**src/hw/rtl/tcps_pkg.sv**
```systemverilog
// Shared types and constants of the token credit priority scheduler.
// Holds the slot table entry, the result record, the sequencer states and codes.
// Depends on nothing; every other file but tcps_ram imports it.
package tcps_pkg;

    // Table size and field widths.
    localparam int NUM_SLOTS  = 32;
    localparam int NUM_QUEUES = 16;
    localparam int ADDR_W     = (NUM_SLOTS > 1) ? $clog2(NUM_SLOTS) : 1;
    localparam int CNT_W      = ADDR_W + 1;
    localparam int SLOT_W     = 5;
    localparam int PRIO_W     = 4;
    localparam int QUANT_W    = 16;
    localparam int TOK_W      = 32;
    localparam int TIME_W     = 32;
    localparam int NMP_W      = 8;
    localparam int STATUS_W   = 3;
    localparam int OP_W       = 3;
    localparam int AVAIL_W    = 38;

    // Configuration port.
    localparam int CFG_IDX_W  = 2;
    localparam int CFG_DATA_W = 16;
    localparam logic [CFG_IDX_W-1:0] CFG_MAX_TOKENS   = 2'd0;
    localparam logic [CFG_IDX_W-1:0] CFG_LOWEST_QUEUE = 2'd1;
    localparam logic [CFG_IDX_W-1:0] CFG_INIT_QUEUE   = 2'd2;
    localparam logic [15:0]          MAX_TOKENS_RST   = 16'd1000;
    localparam logic [PRIO_W-1:0]    LOWEST_QUEUE_RST = 4'd15;

    // Request codes.
    localparam logic [OP_W-1:0] OP_START   = 3'd0;
    localparam logic [OP_W-1:0] OP_INHERIT = 3'd1;
    localparam logic [OP_W-1:0] OP_STOP    = 3'd2;
    localparam logic [OP_W-1:0] OP_OOQ     = 3'd3;
    localparam logic [OP_W-1:0] OP_NICE    = 3'd4;
    localparam logic [OP_W-1:0] OP_BALANCE = 3'd5;

    // Reply status codes.
    localparam logic [STATUS_W-1:0] ST_OK         = 3'd0;
    localparam logic [STATUS_W-1:0] ST_NOT_PERM   = 3'd1;
    localparam logic [STATUS_W-1:0] ST_BAD_SLOT   = 3'd2;
    localparam logic [STATUS_W-1:0] ST_BAD_PRIO   = 3'd3;
    localparam logic [STATUS_W-1:0] ST_BUSY       = 3'd4;
    localparam logic [STATUS_W-1:0] ST_BAD_PARENT = 3'd5;

    // Lowest token count a slot can hold.
    localparam logic signed [33:0] TOK_FLOOR = -34'sd2147483648;

    // Sequencer states.
    typedef enum logic [3:0] {
        S_IDLE, S_REFILL, S_REFILL_EX, S_BAL, S_BAL_EX,
        S_SLOT_RD, S_SLOT_EX, S_REPLY, S_FIN
    } t_state;

    // One entry of the slot table memory.
    typedef struct packed {
        logic [PRIO_W-1:0]  prio;
        logic [PRIO_W-1:0]  max_prio;
        logic [QUANT_W-1:0] slice;
        logic [TOK_W-1:0]   tokens;
        logic [TIME_W-1:0]  last_sys;
    } t_entry;

    localparam int ENTRY_W = $bits(t_entry);

    // One result record.
    typedef struct packed {
        logic                has_command;
        logic [SLOT_W-1:0]   cmd_slot;
        logic                sets_prio;
        logic [PRIO_W-1:0]   cmd_prio;
        logic                sets_quantum;
        logic [QUANT_W-1:0]  cmd_quantum;
        logic                has_reply;
        logic [STATUS_W-1:0] status;
    } t_result;

endpackage

```
**src/hw/rtl/token_credit_priority_scheduler.sv**
```systemverilog
// Token credit priority scheduler: request sequencer and slot table update.
// Depends on tcps_pkg, tcps_ram and tcps_out.
//
// Usage: a request is taken when start is high and busy is low; busy stays
// high until the request has been worked through. Results leave one at a
// time on the o_ ports, each for one cycle with o_valid high; o_last marks
// the final result of a request. The receiver cannot stall, so results are
// never held off. Configuration is written through i_cfg_we, i_cfg_idx and
// i_cfg_data while busy is low.
// Sequence: the slot table is one memory with a registered read. A
// successful start, inherit or nice passes S_SLOT_EX, S_REPLY and S_FIN, a
// stop or a rejected request S_REPLY and S_FIN, an unused request code
// only S_FIN. A refill visits up to NUM_SLOTS slots from the cursor in
// S_REFILL, with S_REFILL_EX for a slot in use; out of quantum then passes
// S_SLOT_RD, S_SLOT_EX if its slot is in use, S_REPLY and S_FIN. A balance
// tick sweeps in S_BAL, with S_BAL_EX for a slot in use, then refills, then
// S_FIN. The last result is on the ports in the first cycle with busy low.
// Reset: in-use flags, refill cursor and refill time clear; the registers take
// their reset values. Table contents are written before they are read.
module token_credit_priority_scheduler
    import tcps_pkg::*;
(
    input  logic                  i_clk,
    input  logic                  i_rst_n,
    input  logic                  start,
    output logic                  busy,
    input  logic [OP_W-1:0]       i_op,
    input  logic [SLOT_W-1:0]     i_slot,
    input  logic [SLOT_W-1:0]     i_parent_slot,
    input  logic                  i_is_own_parent,
    input  logic [NMP_W-1:0]      i_new_max_prio,
    input  logic [QUANT_W-1:0]    i_quantum,
    input  logic [TIME_W-1:0]     i_sys_time_total,
    input  logic [TIME_W-1:0]     i_now_ticks,
    input  logic                  i_trusted,
    input  logic                  i_cfg_we,
    input  logic [CFG_IDX_W-1:0]  i_cfg_idx,
    input  logic [CFG_DATA_W-1:0] i_cfg_data,
    output logic                  o_valid,
    output logic                  o_has_command,
    output logic [SLOT_W-1:0]     o_cmd_slot,
    output logic                  o_sets_prio,
    output logic [PRIO_W-1:0]     o_cmd_prio,
    output logic                  o_sets_quantum,
    output logic [QUANT_W-1:0]    o_cmd_quantum,
    output logic                  o_has_reply,
    output logic [STATUS_W-1:0]   o_status,
    output logic                  o_last
);

    t_state                r_state, n_state;
    logic [OP_W-1:0]       r_op;
    logic [SLOT_W-1:0]     r_slot;
    logic                  r_slot_ok;
    logic [PRIO_W-1:0]     r_nmp;
    logic [QUANT_W-1:0]    r_quantum;
    logic [TIME_W-1:0]     r_sys;
    logic [TIME_W-1:0]     r_now;
    logic [STATUS_W-1:0]   r_status;
    logic [NUM_SLOTS-1:0]  r_in_use;
    logic [ADDR_W-1:0]     r_cursor;
    logic [TIME_W-1:0]     r_last_refill;
    logic [AVAIL_W-1:0]    r_avail;
    logic [CNT_W-1:0]      r_cnt;
    logic [15:0]           r_max_tokens;
    logic [PRIO_W-1:0]     r_lowest_queue;

    logic                  w_accept;
    logic                  w_slot_ok, w_par_ok, w_nmp_ok;
    logic [SLOT_W-1:0]     w_par;
    logic [ADDR_W-1:0]     w_s_idx, w_par_idx, w_cnt_idx, w_cur_next, w_r_idx;
    t_state                w_dec_state;
    logic [STATUS_W-1:0]   w_dec_status;
    logic                  w_dec_stop;
    logic                  w_ref_go, w_bal_end;
    logic [TIME_W-1:0]     w_refill_diff;

    logic [ADDR_W-1:0]     w_raddr, w_waddr;
    logic [ENTRY_W-1:0]    w_rdata;
    t_entry                w_rd, w_wd;
    logic                  w_we;
    logic                  w_push, w_finish;
    t_result               w_res, w_out_res;

    logic signed [33:0]    w_tok, w_add_raw, w_clamp, w_nt, w_t;
    logic signed [AVAIL_W:0] w_avail_s, w_add_ext, w_avail_left;
    logic [TIME_W-1:0]     w_delta;
    logic [PRIO_W-1:0]     w_prio_dem;

    assign w_accept  = start && !busy;
    assign busy      = (r_state != S_IDLE);

    // Request field checks.
    assign w_par     = i_is_own_parent ? i_slot : i_parent_slot;
    assign w_slot_ok = {1'b0, i_slot} < (SLOT_W + 1)'(NUM_SLOTS);
    assign w_par_ok  = {1'b0, w_par} < (SLOT_W + 1)'(NUM_SLOTS);
    assign w_nmp_ok  = i_new_max_prio < NMP_W'(NUM_QUEUES);
    assign w_s_idx   = i_slot[ADDR_W-1:0];
    assign w_par_idx = w_par[ADDR_W-1:0];
    assign w_cnt_idx = r_cnt[ADDR_W-1:0];
    assign w_r_idx   = r_slot[ADDR_W-1:0];
    assign w_cur_next = (r_cursor == ADDR_W'(NUM_SLOTS - 1)) ? '0 : r_cursor + 1'b1;
    assign w_ref_go  = (r_cnt < CNT_W'(NUM_SLOTS)) && (r_avail != '0);
    assign w_bal_end = (r_cnt == CNT_W'(NUM_SLOTS));
    assign w_refill_diff = (r_state == S_IDLE) ?
                           i_now_ticks - r_last_refill : r_now - r_last_refill;

    // Decode of a new request into its first state and its status.
    always_comb begin
        w_dec_state  = S_REPLY;
        w_dec_status = ST_OK;
        w_dec_stop   = 1'b0;
        case (i_op)
            OP_START, OP_INHERIT: begin
                if (!i_trusted) begin
                    w_dec_status = ST_NOT_PERM;
                end else if (!w_slot_ok) begin
                    w_dec_status = ST_BAD_SLOT;
                end else if (r_in_use[w_s_idx]) begin
                    w_dec_status = ST_BUSY;
                end else if (!w_nmp_ok) begin
                    w_dec_status = ST_BAD_PRIO;
                end else if (i_op == OP_START) begin
                    w_dec_state = S_SLOT_EX;
                end else if (i_is_own_parent || !w_par_ok || !r_in_use[w_par_idx]) begin
                    w_dec_status = ST_BAD_PARENT;
                end else begin
                    w_dec_state = S_SLOT_EX;
                end
            end
            OP_STOP: begin
                if (!i_trusted) begin
                    w_dec_status = ST_NOT_PERM;
                end else if (!w_slot_ok || !r_in_use[w_s_idx]) begin
                    w_dec_status = ST_BAD_SLOT;
                end else begin
                    w_dec_stop = 1'b1;
                end
            end
            OP_OOQ: begin
                w_dec_state = S_REFILL;
            end
            OP_NICE: begin
                if (!i_trusted) begin
                    w_dec_status = ST_NOT_PERM;
                end else if (!w_slot_ok || !r_in_use[w_s_idx]) begin
                    w_dec_status = ST_BAD_SLOT;
                end else if (!w_nmp_ok) begin
                    w_dec_status = ST_BAD_PRIO;
                end else begin
                    w_dec_state = S_SLOT_EX;
                end
            end
            OP_BALANCE: begin
                w_dec_state = S_BAL;
            end
            default: begin
                w_dec_state = S_FIN;
            end
        endcase
    end

    // Next state.
    always_comb begin
        n_state = r_state;
        case (r_state)
            S_IDLE: begin
                if (w_accept) begin
                    n_state = w_dec_state;
                end
            end
            S_REFILL: begin
                if (w_ref_go) begin
                    n_state = r_in_use[w_cur_next] ? S_REFILL_EX : S_REFILL;
                end else begin
                    n_state = (r_op == OP_OOQ) ? S_SLOT_RD : S_FIN;
                end
            end
            S_REFILL_EX: n_state = S_REFILL;
            S_BAL: begin
                if (w_bal_end) begin
                    n_state = S_REFILL;
                end else if (r_in_use[w_cnt_idx]) begin
                    n_state = S_BAL_EX;
                end
            end
            S_BAL_EX:  n_state = S_BAL;
            S_SLOT_RD: n_state = (r_slot_ok && r_in_use[w_r_idx]) ? S_SLOT_EX : S_REPLY;
            S_SLOT_EX: n_state = S_REPLY;
            S_REPLY:   n_state = S_FIN;
            S_FIN:     n_state = S_IDLE;
            default:   n_state = S_IDLE;
        endcase
    end

    // Table read address: the entry the next state works on.
    always_comb begin
        case (r_state)
            S_IDLE:   w_raddr = (i_op == OP_INHERIT) ? w_par_idx : w_s_idx;
            S_REFILL: w_raddr = w_cur_next;
            S_BAL:    w_raddr = w_cnt_idx;
            default:  w_raddr = w_r_idx;
        endcase
    end

    // Arithmetic on the entry just read.
    assign w_rd      = t_entry'(w_rdata);
    assign w_tok     = 34'(signed'(w_rd.tokens));
    assign w_add_raw = $signed({18'b0, r_max_tokens}) - w_tok;
    assign w_avail_s = $signed({1'b0, r_avail});
    assign w_add_ext = (AVAIL_W + 1)'(w_add_raw);
    assign w_clamp   = (w_add_ext > w_avail_s) ? w_avail_s[33:0] : w_add_raw;
    assign w_nt      = w_tok + w_clamp;
    assign w_avail_left = w_avail_s - (AVAIL_W + 1)'(w_clamp);
    assign w_delta   = r_sys - w_rd.last_sys;
    assign w_t       = w_tok - $signed({2'b0, w_delta});
    assign w_prio_dem = (w_rd.prio < r_lowest_queue) ? w_rd.prio + 1'b1 : w_rd.prio;

    // Table write, result push and request end.
    always_comb begin
        w_we     = 1'b0;
        w_waddr  = w_r_idx;
        w_wd     = w_rd;
        w_push   = 1'b0;
        w_finish = 1'b0;
        w_res    = '0;
        case (r_state)
            S_REFILL_EX: begin
                w_we      = 1'b1;
                w_waddr   = r_cursor;
                w_wd.tokens = w_nt[31:0];
                if (w_nt > 0 && w_nt < w_clamp) begin
                    w_push = 1'b1;
                    w_res.has_command  = 1'b1;
                    w_res.cmd_slot     = SLOT_W'(r_cursor);
                    w_res.sets_prio    = 1'b1;
                    w_res.cmd_prio     = w_rd.prio;
                    w_res.sets_quantum = 1'b1;
                    w_res.cmd_quantum  = w_rd.slice;
                end
            end
            S_BAL_EX: begin
                w_waddr = w_cnt_idx;
                if (w_rd.prio > w_rd.max_prio) begin
                    w_we    = 1'b1;
                    w_wd.prio = w_rd.prio - 1'b1;
                    w_push  = 1'b1;
                    w_res.has_command  = 1'b1;
                    w_res.cmd_slot     = SLOT_W'(w_cnt_idx);
                    w_res.sets_prio    = 1'b1;
                    w_res.cmd_prio     = w_rd.prio - 1'b1;
                    w_res.sets_quantum = 1'b1;
                    w_res.cmd_quantum  = w_rd.slice;
                end
            end
            S_SLOT_EX: begin
                w_we   = 1'b1;
                w_push = 1'b1;
                w_res.has_command  = 1'b1;
                w_res.cmd_slot     = r_slot;
                w_res.sets_prio    = 1'b1;
                w_res.sets_quantum = 1'b1;
                case (r_op)
                    OP_START: begin
                        w_wd.prio     = r_nmp;
                        w_wd.max_prio = r_nmp;
                        w_wd.slice    = r_quantum;
                        w_wd.tokens   = TOK_W'(r_max_tokens);
                        w_wd.last_sys = '0;
                    end
                    OP_INHERIT: begin
                        w_wd.max_prio = r_nmp;
                        w_wd.tokens   = TOK_W'(r_max_tokens);
                        w_wd.last_sys = '0;
                    end
                    OP_OOQ: begin
                        w_wd.prio     = w_prio_dem;
                        w_wd.tokens   = (w_t < TOK_FLOOR) ? TOK_FLOOR[31:0] : w_t[31:0];
                        w_wd.last_sys = r_sys;
                        w_res.sets_quantum = (w_t > 0);
                    end
                    default: begin
                        w_wd.prio     = r_nmp;
                        w_wd.max_prio = r_nmp;
                    end
                endcase
                w_res.cmd_prio    = w_wd.prio;
                w_res.cmd_quantum = w_res.sets_quantum ? w_wd.slice : '0;
            end
            S_REPLY: begin
                w_push          = 1'b1;
                w_res.has_reply = 1'b1;
                w_res.status    = r_status;
            end
            S_FIN: begin
                w_finish = 1'b1;
            end
            default: begin
                w_we = 1'b0;
            end
        endcase
    end

    // Sequencer state and control registers.
    always_ff @(posedge i_clk) begin
        if (!i_rst_n) begin
            r_state        <= S_IDLE;
            r_in_use       <= '0;
            r_cursor       <= '0;
            r_last_refill  <= '0;
            r_max_tokens   <= MAX_TOKENS_RST;
            r_lowest_queue <= LOWEST_QUEUE_RST;
        end else begin
            r_state <= n_state;
            // A write to the initial queue index has no visible effect: an own-parent
            // start sets its priority from the request, an own-parent inherit fails.
            if (i_cfg_we) begin
                case (i_cfg_idx)
                    CFG_MAX_TOKENS:   r_max_tokens   <= i_cfg_data;
                    CFG_LOWEST_QUEUE: r_lowest_queue <= i_cfg_data[PRIO_W-1:0];
                    default:          r_lowest_queue <= r_lowest_queue;
                endcase
            end
            if (w_accept && w_dec_stop) begin
                r_in_use[w_s_idx] <= 1'b0;
            end
            if (r_state == S_SLOT_EX && (r_op == OP_START || r_op == OP_INHERIT)) begin
                r_in_use[w_r_idx] <= 1'b1;
            end
            if (r_state == S_REFILL && w_ref_go) begin
                r_cursor <= w_cur_next;
            end
            if ((w_accept && i_op == OP_OOQ) || (r_state == S_BAL && w_bal_end)) begin
                r_last_refill <= (r_state == S_IDLE) ? i_now_ticks : r_now;
            end
        end
    end

    // Request payload and walk registers.
    always_ff @(posedge i_clk) begin
        if (w_accept) begin
            r_op      <= i_op;
            r_slot    <= i_slot;
            r_slot_ok <= w_slot_ok;
            r_nmp     <= i_new_max_prio[PRIO_W-1:0];
            r_quantum <= i_quantum;
            r_sys     <= i_sys_time_total;
            r_now     <= i_now_ticks;
            r_status  <= w_dec_status;
            r_cnt     <= '0;
            r_avail   <= AVAIL_W'(w_refill_diff[TIME_W-1:1]);
        end
        case (r_state)
            S_REFILL: begin
                if (w_ref_go) begin
                    r_cnt <= r_cnt + 1'b1;
                end
            end
            S_REFILL_EX: begin
                r_avail <= w_avail_left[AVAIL_W-1:0];
            end
            S_BAL: begin
                if (w_bal_end) begin
                    r_cnt   <= '0;
                    r_avail <= AVAIL_W'(w_refill_diff[TIME_W-1:1]);
                end else if (!r_in_use[w_cnt_idx]) begin
                    r_cnt <= r_cnt + 1'b1;
                end
            end
            S_BAL_EX: begin
                r_cnt <= r_cnt + 1'b1;
            end
            S_SLOT_RD: begin
                if (!(r_slot_ok && r_in_use[w_r_idx])) begin
                    r_status <= ST_BAD_SLOT;
                end
            end
            default: ;
        endcase
    end

    // Slot table.
    tcps_ram #(
        .WIDTH (ENTRY_W),
        .DEPTH (NUM_SLOTS)
    ) u_table (
        .i_clk   (i_clk),
        .i_we    (w_we),
        .i_waddr (w_waddr),
        .i_wdata (w_wd),
        .i_raddr (w_raddr),
        .o_rdata (w_rdata)
    );

    // Result stage.
    tcps_out u_out (
        .i_clk    (i_clk),
        .i_rst_n  (i_rst_n),
        .i_push   (w_push),
        .i_res    (w_res),
        .i_finish (w_finish),
        .o_valid  (o_valid),
        .o_res    (w_out_res),
        .o_last   (o_last)
    );

    assign o_has_command  = w_out_res.has_command;
    assign o_cmd_slot     = w_out_res.cmd_slot;
    assign o_sets_prio    = w_out_res.sets_prio;
    assign o_cmd_prio     = w_out_res.cmd_prio;
    assign o_sets_quantum = w_out_res.sets_quantum;
    assign o_cmd_quantum  = w_out_res.cmd_quantum;
    assign o_has_reply    = w_out_res.has_reply;
    assign o_status       = w_out_res.status;

`ifndef SYNTHESIS
    // A request never pushes a result in the cycle that ends it.
    a_push_finish: assert property (@(posedge i_clk) disable iff (!i_rst_n)
        !(w_push && w_finish)) else $error("result pushed at request end");

    // The table is only written while a request is worked on.
    a_write_busy: assert property (@(posedge i_clk) disable iff (!i_rst_n)
        w_we |-> busy) else $error("table write while idle");

    // A result is either a command or a reply.
    a_kind: assert property (@(posedge i_clk) disable iff (!i_rst_n)
        o_valid |-> (o_has_command != o_has_reply)) else $error("bad result kind");

    // Every accepted request keeps the block busy in the next cycle.
    a_accept_busy: assert property (@(posedge i_clk) disable iff (!i_rst_n)
        w_accept |=> busy) else $error("request dropped");
`endif

endmodule

```
**src/hw/rtl/tcps_ram.sv**
```systemverilog
// Generic single write port memory with a registered read port.
// Stand-alone; used for the slot table of the scheduler.
module tcps_ram #(
    parameter int WIDTH = 8,
    parameter int DEPTH = 2
) (
    input  logic                     i_clk,
    input  logic                     i_we,
    input  logic [$clog2(DEPTH)-1:0] i_waddr,
    input  logic [WIDTH-1:0]         i_wdata,
    input  logic [$clog2(DEPTH)-1:0] i_raddr,
    output logic [WIDTH-1:0]         o_rdata
);

    logic [WIDTH-1:0] r_mem [DEPTH];
    logic [WIDTH-1:0] r_rdata;

    // Write and registered read.
    always_ff @(posedge i_clk) begin
        if (i_we) begin
            r_mem[i_waddr] <= i_wdata;
        end
        r_rdata <= r_mem[i_raddr];
    end

    assign o_rdata = r_rdata;

endmodule

```
**src/hw/rtl/tcps_out.sv**
```systemverilog
// Result stage of the scheduler: holds one result back so that the final one
// of a request can be marked. Depends on tcps_pkg.
module tcps_out
    import tcps_pkg::*;
(
    input  logic    i_clk,
    input  logic    i_rst_n,
    input  logic    i_push,
    input  t_result i_res,
    input  logic    i_finish,
    output logic    o_valid,
    output t_result o_res,
    output logic    o_last
);

    logic    r_held_v;
    t_result r_held;
    logic    r_valid;
    logic    r_last;
    t_result r_res;

    // Control: a held result leaves when the next arrives or the request ends.
    always_ff @(posedge i_clk) begin
        if (!i_rst_n) begin
            r_held_v <= 1'b0;
            r_valid  <= 1'b0;
        end else begin
            r_valid <= r_held_v && (i_push || i_finish);
            if (i_push) begin
                r_held_v <= 1'b1;
            end else if (i_finish) begin
                r_held_v <= 1'b0;
            end
        end
    end

    // Payload.
    always_ff @(posedge i_clk) begin
        if (i_push) begin
            r_held <= i_res;
        end
        if (r_held_v && (i_push || i_finish)) begin
            r_res  <= r_held;
            r_last <= !i_push;
        end
    end

    assign o_valid = r_valid;
    assign o_res   = r_res;
    assign o_last  = r_last;

endmodule

```
**config.mk**
```make
export PLATFORM = sky130hd
export DESIGN_NAME = token_credit_priority_scheduler
export DESIGN_NICKNAME = d
export VERILOG_FILES = /design/src/hw/rtl/tcps_pkg.sv /design/src/hw/rtl/token_credit_priority_scheduler.sv /design/src/hw/rtl/tcps_ram.sv /design/src/hw/rtl/tcps_out.sv
export SDC_FILE = /design/constraint.sdc
export NUM_CORES = 2
export LEC_CHECK = 0
export BUFFER_PORTS_ARGS = -buffer_cell sky130_fd_sc_hd__buf_2
export CAP_MARGIN = 20
export CORE_MARGIN = 3
export CORE_UTILIZATION = 37
export DETAILED_ROUTE_END_ITERATION = 12
export PLACE_DENSITY_LB_ADDON = 0.05
export REMOVE_ABC_BUFFERS = 1
export SLEW_MARGIN = 20
export SYNTH_ARGS = -nofsm -noshare
export SYNTH_HDL_FRONTEND = slang
export SYNTH_SLANG_ARGS = --single-unit
```
**constraint.sdc**
```tcl
create_clock -name i_clk -period 20.4 [get_ports i_clk]
set_clock_uncertainty 0.05 [all_clocks]
set_input_delay 1.02 -clock i_clk [delete_from_list [all_inputs] [get_ports i_clk]]
set_output_delay 1.02 -clock i_clk [all_outputs]
set_load 0.01 [all_outputs]
```
; Word level (Yosys, flattened, before mapping)
; Memories as Yosys holds them, arrays and structs flattened. A register that Yosys moved wholly into a read port is not among the register bits.
; Cells that the tools add are included.
[classes]
n_mux = 94
n_bitwise = 3
n_lt_le_gt_ge = 16
addsub = 11
reduce_logical = 32
n_eq_ne = 20
[op_table]
columns = cell, count
row1 = $mux 32, 7
row2 = $pmux 64 s2, 1
row3 = $sub 32x32->32, 3
row4 = $pmux 28 s3, 1
row5 = $mux 38, 2
row6 = $pmux 38 s2, 1
row7 = $gt 34x1->1 const B, 2
row8 = $pmux 32 s2, 1
row9 = $mux 28, 2
row10 = $gt 33x39->1, 1
row11 = $reduce_bool 38->1, 1
row12 = $sub 38x34->38, 1
row13 = $mux 4, 9
row14 = $add 32x34->34, 1
row15 = $lt 34x32->1 const B, 1
row16 = $lt 34x34->1, 1
row17 = $mux 34, 1
row18 = $sub 32x33->34, 1
row19 = $sub 17x32->33, 1
row20 = $and 32x32->32, 1
row21 = $mux 16, 2
row22 = $not 32->32, 1
row23 = $or 32x32->32, 1
row24 = $pmux 4 s8, 1
row25 = other kinds (48), 132
[totals]
regBits = 299
memories = 1
mem_bits_rw = 2816
elab_cells = 211
out_inout_bits = 35
in_bits = 125
[mem_list]
columns = name, depth, word_bits, rd, rd_clocked_by_memory_dff, write_ports, line_no
row1 = u_table.r_mem, 32, 88, 1, 1, 1, tcps_ram.sv:15  ; logic [WIDTH-1:0] r_mem [DEPTH];

; Longest topological paths before layout
[logic_depth]
ltp_word = 14
depth_mapped = 46
mapped_depth_nobuf = 44

; By module
; Synthesis repeated with hierarchy kept, for this count alone.
[unflattened]
cells_unflattened = 8472
area_unflattened_um2 = 135829.0
[modules_own_cells]
columns = mod, cells_each, area_each_um2, n_inst, seq_area_each_um2
row1 = tcps_ram, 5145, 108806.9, 1, 86322.8
row2 = token_credit_priority_scheduler, 3255, 24999.0, 1, 5565.3
row3 = tcps_out, 72, 2023.2, 1, 1991.9

; Worst setup path after synthesis
; Ideal clock, no wire load.
[synth_path]
path_type = reg2reg
from = register u_table.r_rdata[33] (netlist: u_table.o_rdata[33]) (read register of u_table.r_mem)
to = register u_out.r_last (netlist: u_out.o_last) (enable)
slack_ns = 10.251
path_stages_with_launch = 45
t_arrival_ns = 9.705
path_buffers = 3
period_less_slack_ns = 10.149
setup_time_ns = 0.394
t_required_ns = 19.956
path_cell_list = dfxtp_1 -> inv_1 -> ha_1 -> nor2b_1 -> o21ai_0 -> a21boi_0 -> o21ai_0 -> a21boi_0 -> o311ai_0 -> a21oi_1 -> o41ai_1 -> nor3b_1 -> xnor2_1 -> ha_1 -> a21o_1 -> a21oi_1 -> o21ai_0 -> a221oi_1 -> [... 9 more ...] -> a2111oi_0 -> o21ai_0 -> o31a_1 -> a31oi_1 -> o21ai_0 -> xor2_1 -> ha_1 -> a21o_1 -> a21o_1 -> a21oi_1 -> nor2b_1 -> o21ai_0 -> and3b_1 -> o21ai_0 -> a2111oi_4 -> and2_4 -> buf_6 -> o31a_1
[synth_between]
elab_chain_cells = 10
word_cells_on_any_way = 11
classes_between = add/sub: 2 / order compare: 3 / mux: 3 / reduce/logical: 3
[synth_lines]
columns = item, line_no
row1 = from (decl), tcps_ram.sv:16  ; logic [WIDTH-1:0] r_rdata;
row2 = $sub 17x32->33, token_credit_priority_scheduler.sv:209  ; assign w_add_raw = $signed({18'b0, r_max_tokens}) - w_tok;
row3 = $gt 33x39->1, token_credit_priority_scheduler.sv:212  ; assign w_clamp = (w_add_ext > w_avail_s) ? w_avail_s[33:0] : w_add_raw;
row4 = $mux 34, token_credit_priority_scheduler.sv:212
row5 = $add 32x34->34, token_credit_priority_scheduler.sv:213  ; assign w_nt = w_tok + w_clamp;
row6 = $gt 34x1->1 or $lt 34x34->1 (tied branches), token_credit_priority_scheduler.sv:232  ; if (w_nt > 0 && w_nt < w_clamp) begin
row7 = $logic_and 1x1->1 *, token_credit_priority_scheduler.sv:232
row8 = $mux 1 *, token_credit_priority_scheduler.sv:232
row9 = $pmux 1 s3 *, token_credit_priority_scheduler.sv:227  ; case (r_state)
row10 = $logic_or 1x1->1 *, tcps_out.sv:42  ; if (r_held_v && (i_push || i_finish)) begin
row11 = $logic_and 1x1->1 *, tcps_out.sv:42
row12 = to (signal assigned), tcps_out.sv:44  ; r_last <= !i_push;
row13 = to (decl), tcps_out.sv:19  ; logic r_last;
; Mark *: on every way between the ends. The rest lies on a longest branch, timed or not.
; A chain may end at the register's enable or synchronous reset.

; Worst setup path after layout
[layout_path]
from = register u_table.r_rdata[34] (netlist: u_table.o_rdata[34]) (read register of u_table.r_mem)
to = register u_out.r_held[14] (netlist bit) (enable)
[layout_between]
elab_chain_cells = 8
word_cells_on_any_way = 9
classes_between = add/sub: 2 / order compare: 3 / mux: 3 / reduce/logical: 1
[layout_lines]
columns = item, line_no
row1 = $sub 17x32->33, token_credit_priority_scheduler.sv:209
row2 = $gt 33x39->1, token_credit_priority_scheduler.sv:212
row3 = $mux 34, token_credit_priority_scheduler.sv:212
row4 = $add 32x34->34, token_credit_priority_scheduler.sv:213
row5 = $gt 34x1->1 or $lt 34x34->1 (tied branches), token_credit_priority_scheduler.sv:232
row6 = $logic_and 1x1->1 *, token_credit_priority_scheduler.sv:232
row7 = $mux 1 *, token_credit_priority_scheduler.sv:232
row8 = $pmux 1 s3 *, token_credit_priority_scheduler.sv:227
row9 = named net u_out.i_push, tcps_out.sv:8  ; input logic i_push,
row10 = to (signal assigned), tcps_out.sv:40  ; r_held <= i_res;
row11 = to (decl), tcps_out.sv:17  ; t_result r_held;
; The timed path passes the listed nets; every way through them passes the cells marked *.

==> metrics.yaml <==
rsz0062_at_grt: "no"
period_needed_ns: 12.83
synth_cell_types: 100
antenna_left: 0
worstHoldEndpoint: "r_quantum[15]"
dp_hpwl_mm: 271.2
crit_path_end_kind: "flop"
status: "complete, no violations"
cp.required_ns: 20.91
routed_wl_mm: 486.1
reg2reg_slack_ns: 7.57
cpMostUsedCell: "o21ai_0"
fin_crit_sh_pct: 62.88
drv_slew: 0
setup_tns_ns: 0
synth_ff_type: "edfxtp_1"
cp-start-kind: "flop"
post_cts_resized: 0
cp_top_family: "compound AO/OA/AOI/OAI gates"
critPathMaxStageDelay_ns: 0.63
initial_utilization_pct: 37.28
route.layer.met1.wl_mm: 223.8
utilization_pct: 42.32
detailroute.via_count: 97510
wl_met3_mm: 25.37
die_area_um2: 387200
async_flop_share_pct: 0
hp-class: "input pin to flop"
ys_ff_latch: 3201
clock_path_buffers: 4
antenna_found_initial: 15
track_usage_pct: 24.32
portBuffers: 159
setup_viol: 0
max_freq_mhz: 77.95
root_buffer: "clkbuf_16"
arrival_ns: 13.34
seqCellArea_um2: 93820
layout-drive-gt1-share_pct: 9.359
regToRegEndpoint: "u_out.r_held[14]"
holdPathStages: 1
met2_length_mm: 223.9
reg2reg_depth: 40
grt_pass1_vias: 93670
post_cts_buffers: 0
relSlewSlack_pct: 14.80
vias_per_cell: 5.672
drc_errors: 0
area_growth_pct: 13.52
placementRows: 225
core_area_um2: 377000
chipHeight_um: 622.3
htree_levels: 5
syn_avg_cell_area_um2: 11.88
max_slew.worst_pin.slew_ns: 1.265
crit_slowest_cell: "a21oi_1"
yosysWarnings: 0
routabilityCongestion: 0.8793
clk_pin_slew_ns: 0.06
route.top_layer_used: "met4"
io_pins: 160
num-fill-cells: 35140
nNetsFinal: 12280
crit_fanout: 48
ys_seq_area_share_pct: 66.76
synth_area_um2: 140500
worstSetupPathType: "flop to flop"
grt_pass1_wl_mm: 693.7
min_from: "i_quantum[15]"
synthCells: 11830
drtIter0Drc: 9574
synth-edff-count: 2971
multi_input_area_um2: 43750
wire_per_inst_um: 28.27
maxCapViolations: 0
clock_latency_ns: 0.94
cts_tree: "yes"
overflow: 0
hold_buffers: 0
grt_max_degree: 166
hold_viol: 0
die_x_um: 622.3
cts_sinks: 3201
cts_buffers: 368
firstDrtPassIters: 6
rr_startpoint: "u_table.o_rdata[34]"
crit_buf_inv: 3
-- stage by stage --
stage	instance area, um2	setup WS [ns]	cells	hold WS (ns)
5_1_grt	159500	6.582	17190	0.1426
4_1_cts	159400	7.488	17190	0.1004
3_5_place_dp	147600	7.514	16500	0.3586
6_report	159500	7.572	17190	0.2035
3_3_place_gp	147500	7.500	16500	0.3548
2_1_floorplan	137700	-29.57	11100	0.3503
-- worst reg2reg max path: cells and delay by family, from the launching register on --
kind | cells | cell delay (ns)
flip-flops | 1 | 0.41
adder cells (fa/ha/maj) | 4 | 1.37
multiplexers | 1 | 0.44
AND/OR/NAND/NOR | 10 | 2.86
AO/OA/AOI/OAI | 21 | 5.89
XOR/XNOR | 1 | 0.34
buffers and inverters | 3 | 1.05
-- flip-flops by register name, summed over array words and instances (netlist names), 5 cells and up --
register and cells:
u_table.r_mem 2816, r_last_refill 32, r_quantum 16, u_table.o_rdata 88
r_max_tokens 16, u_out.r_held 31, r_in_use 32, r_slot 5
u_out.o_res 31, r_avail 38, r_cnt 6, r_now 32
r_cursor 5, r_sys 32
-- layer usage --
| metal | vias up | GRT usage (%) |
|---|---|---|
| met3 | 608 | 2.674 |
| met5 | - | 0 |
| met2 | 2999 | 38.70 |
| met1 | 49870 | 35.30 |
| li1 | 44030 | - |
| met4 | 0 | 6.540 |
-- placed cells by master, fill, tap and decap left out, drive strengths merged, types with 22 or more instances in the layout --
master     n
a211oi   121
a21boi    55
a21o     213
a21oi    350
a22oi     35
a311oi   532
a31oi    205
and2      29
and3     383
buf      415
bufinv    27
clkbuf   483
clkinv   144
dfxtp    230
edfxtp  2971
ha       269
inv      258
mux2i     31
mux4      37
nand2   3225
nand2b    43
nand3    797
nand4     49
nand4b    22
nor2     280
nor2b     68
nor3      74
nor4      34
o211ai    36
o21a      33
o21ai    253
o221ai    26
or3       24
xnor2     97
xor2      57
-- kinds of logic after synthesis --
| kind of cell | synth area share, % |
|---|---|
| AOI/OAI and AO/OA | 10.41 |
| xor gates and xnor gates | 0.9598 |
| adders and majority gates | 2.481 |
| buffers and inverters | 2.659 |
| DFF | 66.76 |
| muxes | 0.9634 |
| and+or+nand+nor | 15.77 |
-- Yosys cell counts (10+ instances only) --
| cell | n | area share [%] |
|---|---|---|
| a21oi_1 | 349 | 1.2 |
| ha_1 | 269 | 2.4 |
| or2_2 | 11 | 0.049 |
| nor3b_1 | 10 | 0.053 |
| buf_1 | 47 | 0.13 |
| mux2_2 | 17 | 0.14 |
| clkbuf_1 | 649 | 1.7 |
| a311oi_1 | 532 | 3.3 |
| o22ai_1 | 14 | 0.062 |
| nand4b_1 | 22 | 0.14 |
| a211oi_1 | 119 | 0.64 |
| o21bai_1 | 20 | 0.11 |
| a21o_1 | 213 | 1.1 |
| or3_1 | 24 | 0.11 |
| o21ai_0 | 250 | 0.89 |
| nor4_1 | 31 | 0.14 |
| a31oi_1 | 205 | 0.91 |
| o211ai_1 | 36 | 0.19 |
| and2_1 | 28 | 0.12 |
| a21boi_0 | 54 | 0.29 |
| and3_1 | 383 | 1.7 |
| inv_1 | 241 | 0.64 |
| edfxtp_1 | 2971 | 63 |
| nor2_1 | 280 | 0.75 |
| nor2b_1 | 68 | 0.30 |
| buf_2 | 38 | 0.14 |
| nand3_1 | 796 | 2.8 |
| o31a_1 | 14 | 0.087 |
| a221o_1 | 10 | 0.071 |
| dfxtp_1 | 230 | 3.3 |
| nor3_1 | 73 | 0.26 |
| nand2b_1 | 43 | 0.19 |
| o221ai_1 | 26 | 0.16 |
| xor2_1 | 57 | 0.36 |
| o31ai_1 | 21 | 0.11 |
| a22oi_1 | 35 | 0.19 |
| a221oi_1 | 10 | 0.062 |
| mux2i_1 | 30 | 0.21 |
| mux4_2 | 37 | 0.59 |
| nand2_1 | 3225 | 8.6 |
| nand4_1 | 49 | 0.22 |
| xnor2_1 | 97 | 0.60 |
| o21a_1 | 33 | 0.18 |
-- final cells by class --
cell class,count,share of cell area (%)
timing repair buffer,415,1.893
clock inverter,198,1.118
antenna,6,0.009412
clock buffer,483,6.254
multi-input combinational,7653,27.42
tap,4994,3.917
sequential,3201,58.81
inverter,242,0.5726
-- worst max-delay path by stage --
stage               cells after the start                 from  slack (ns)                  to
floorplan                               7           r_state[1]      -29.57  u_table.o_rdata[0]
global placement                       40  u_table.o_rdata[34]        7.50    u_out.r_held[14]
detailed placement                     40  u_table.o_rdata[34]        7.51    u_out.r_held[14]
CTS                                    40  u_table.o_rdata[34]        7.49    u_out.r_held[14]
global route                           42  u_table.o_rdata[33]        6.58    u_out.r_held[10]
finish                                 40  u_table.o_rdata[34]        7.57    u_out.r_held[14]
Power is not shown: default switching activity piles up to over one toggle a cycle in this logic, so the estimate is an artifact.
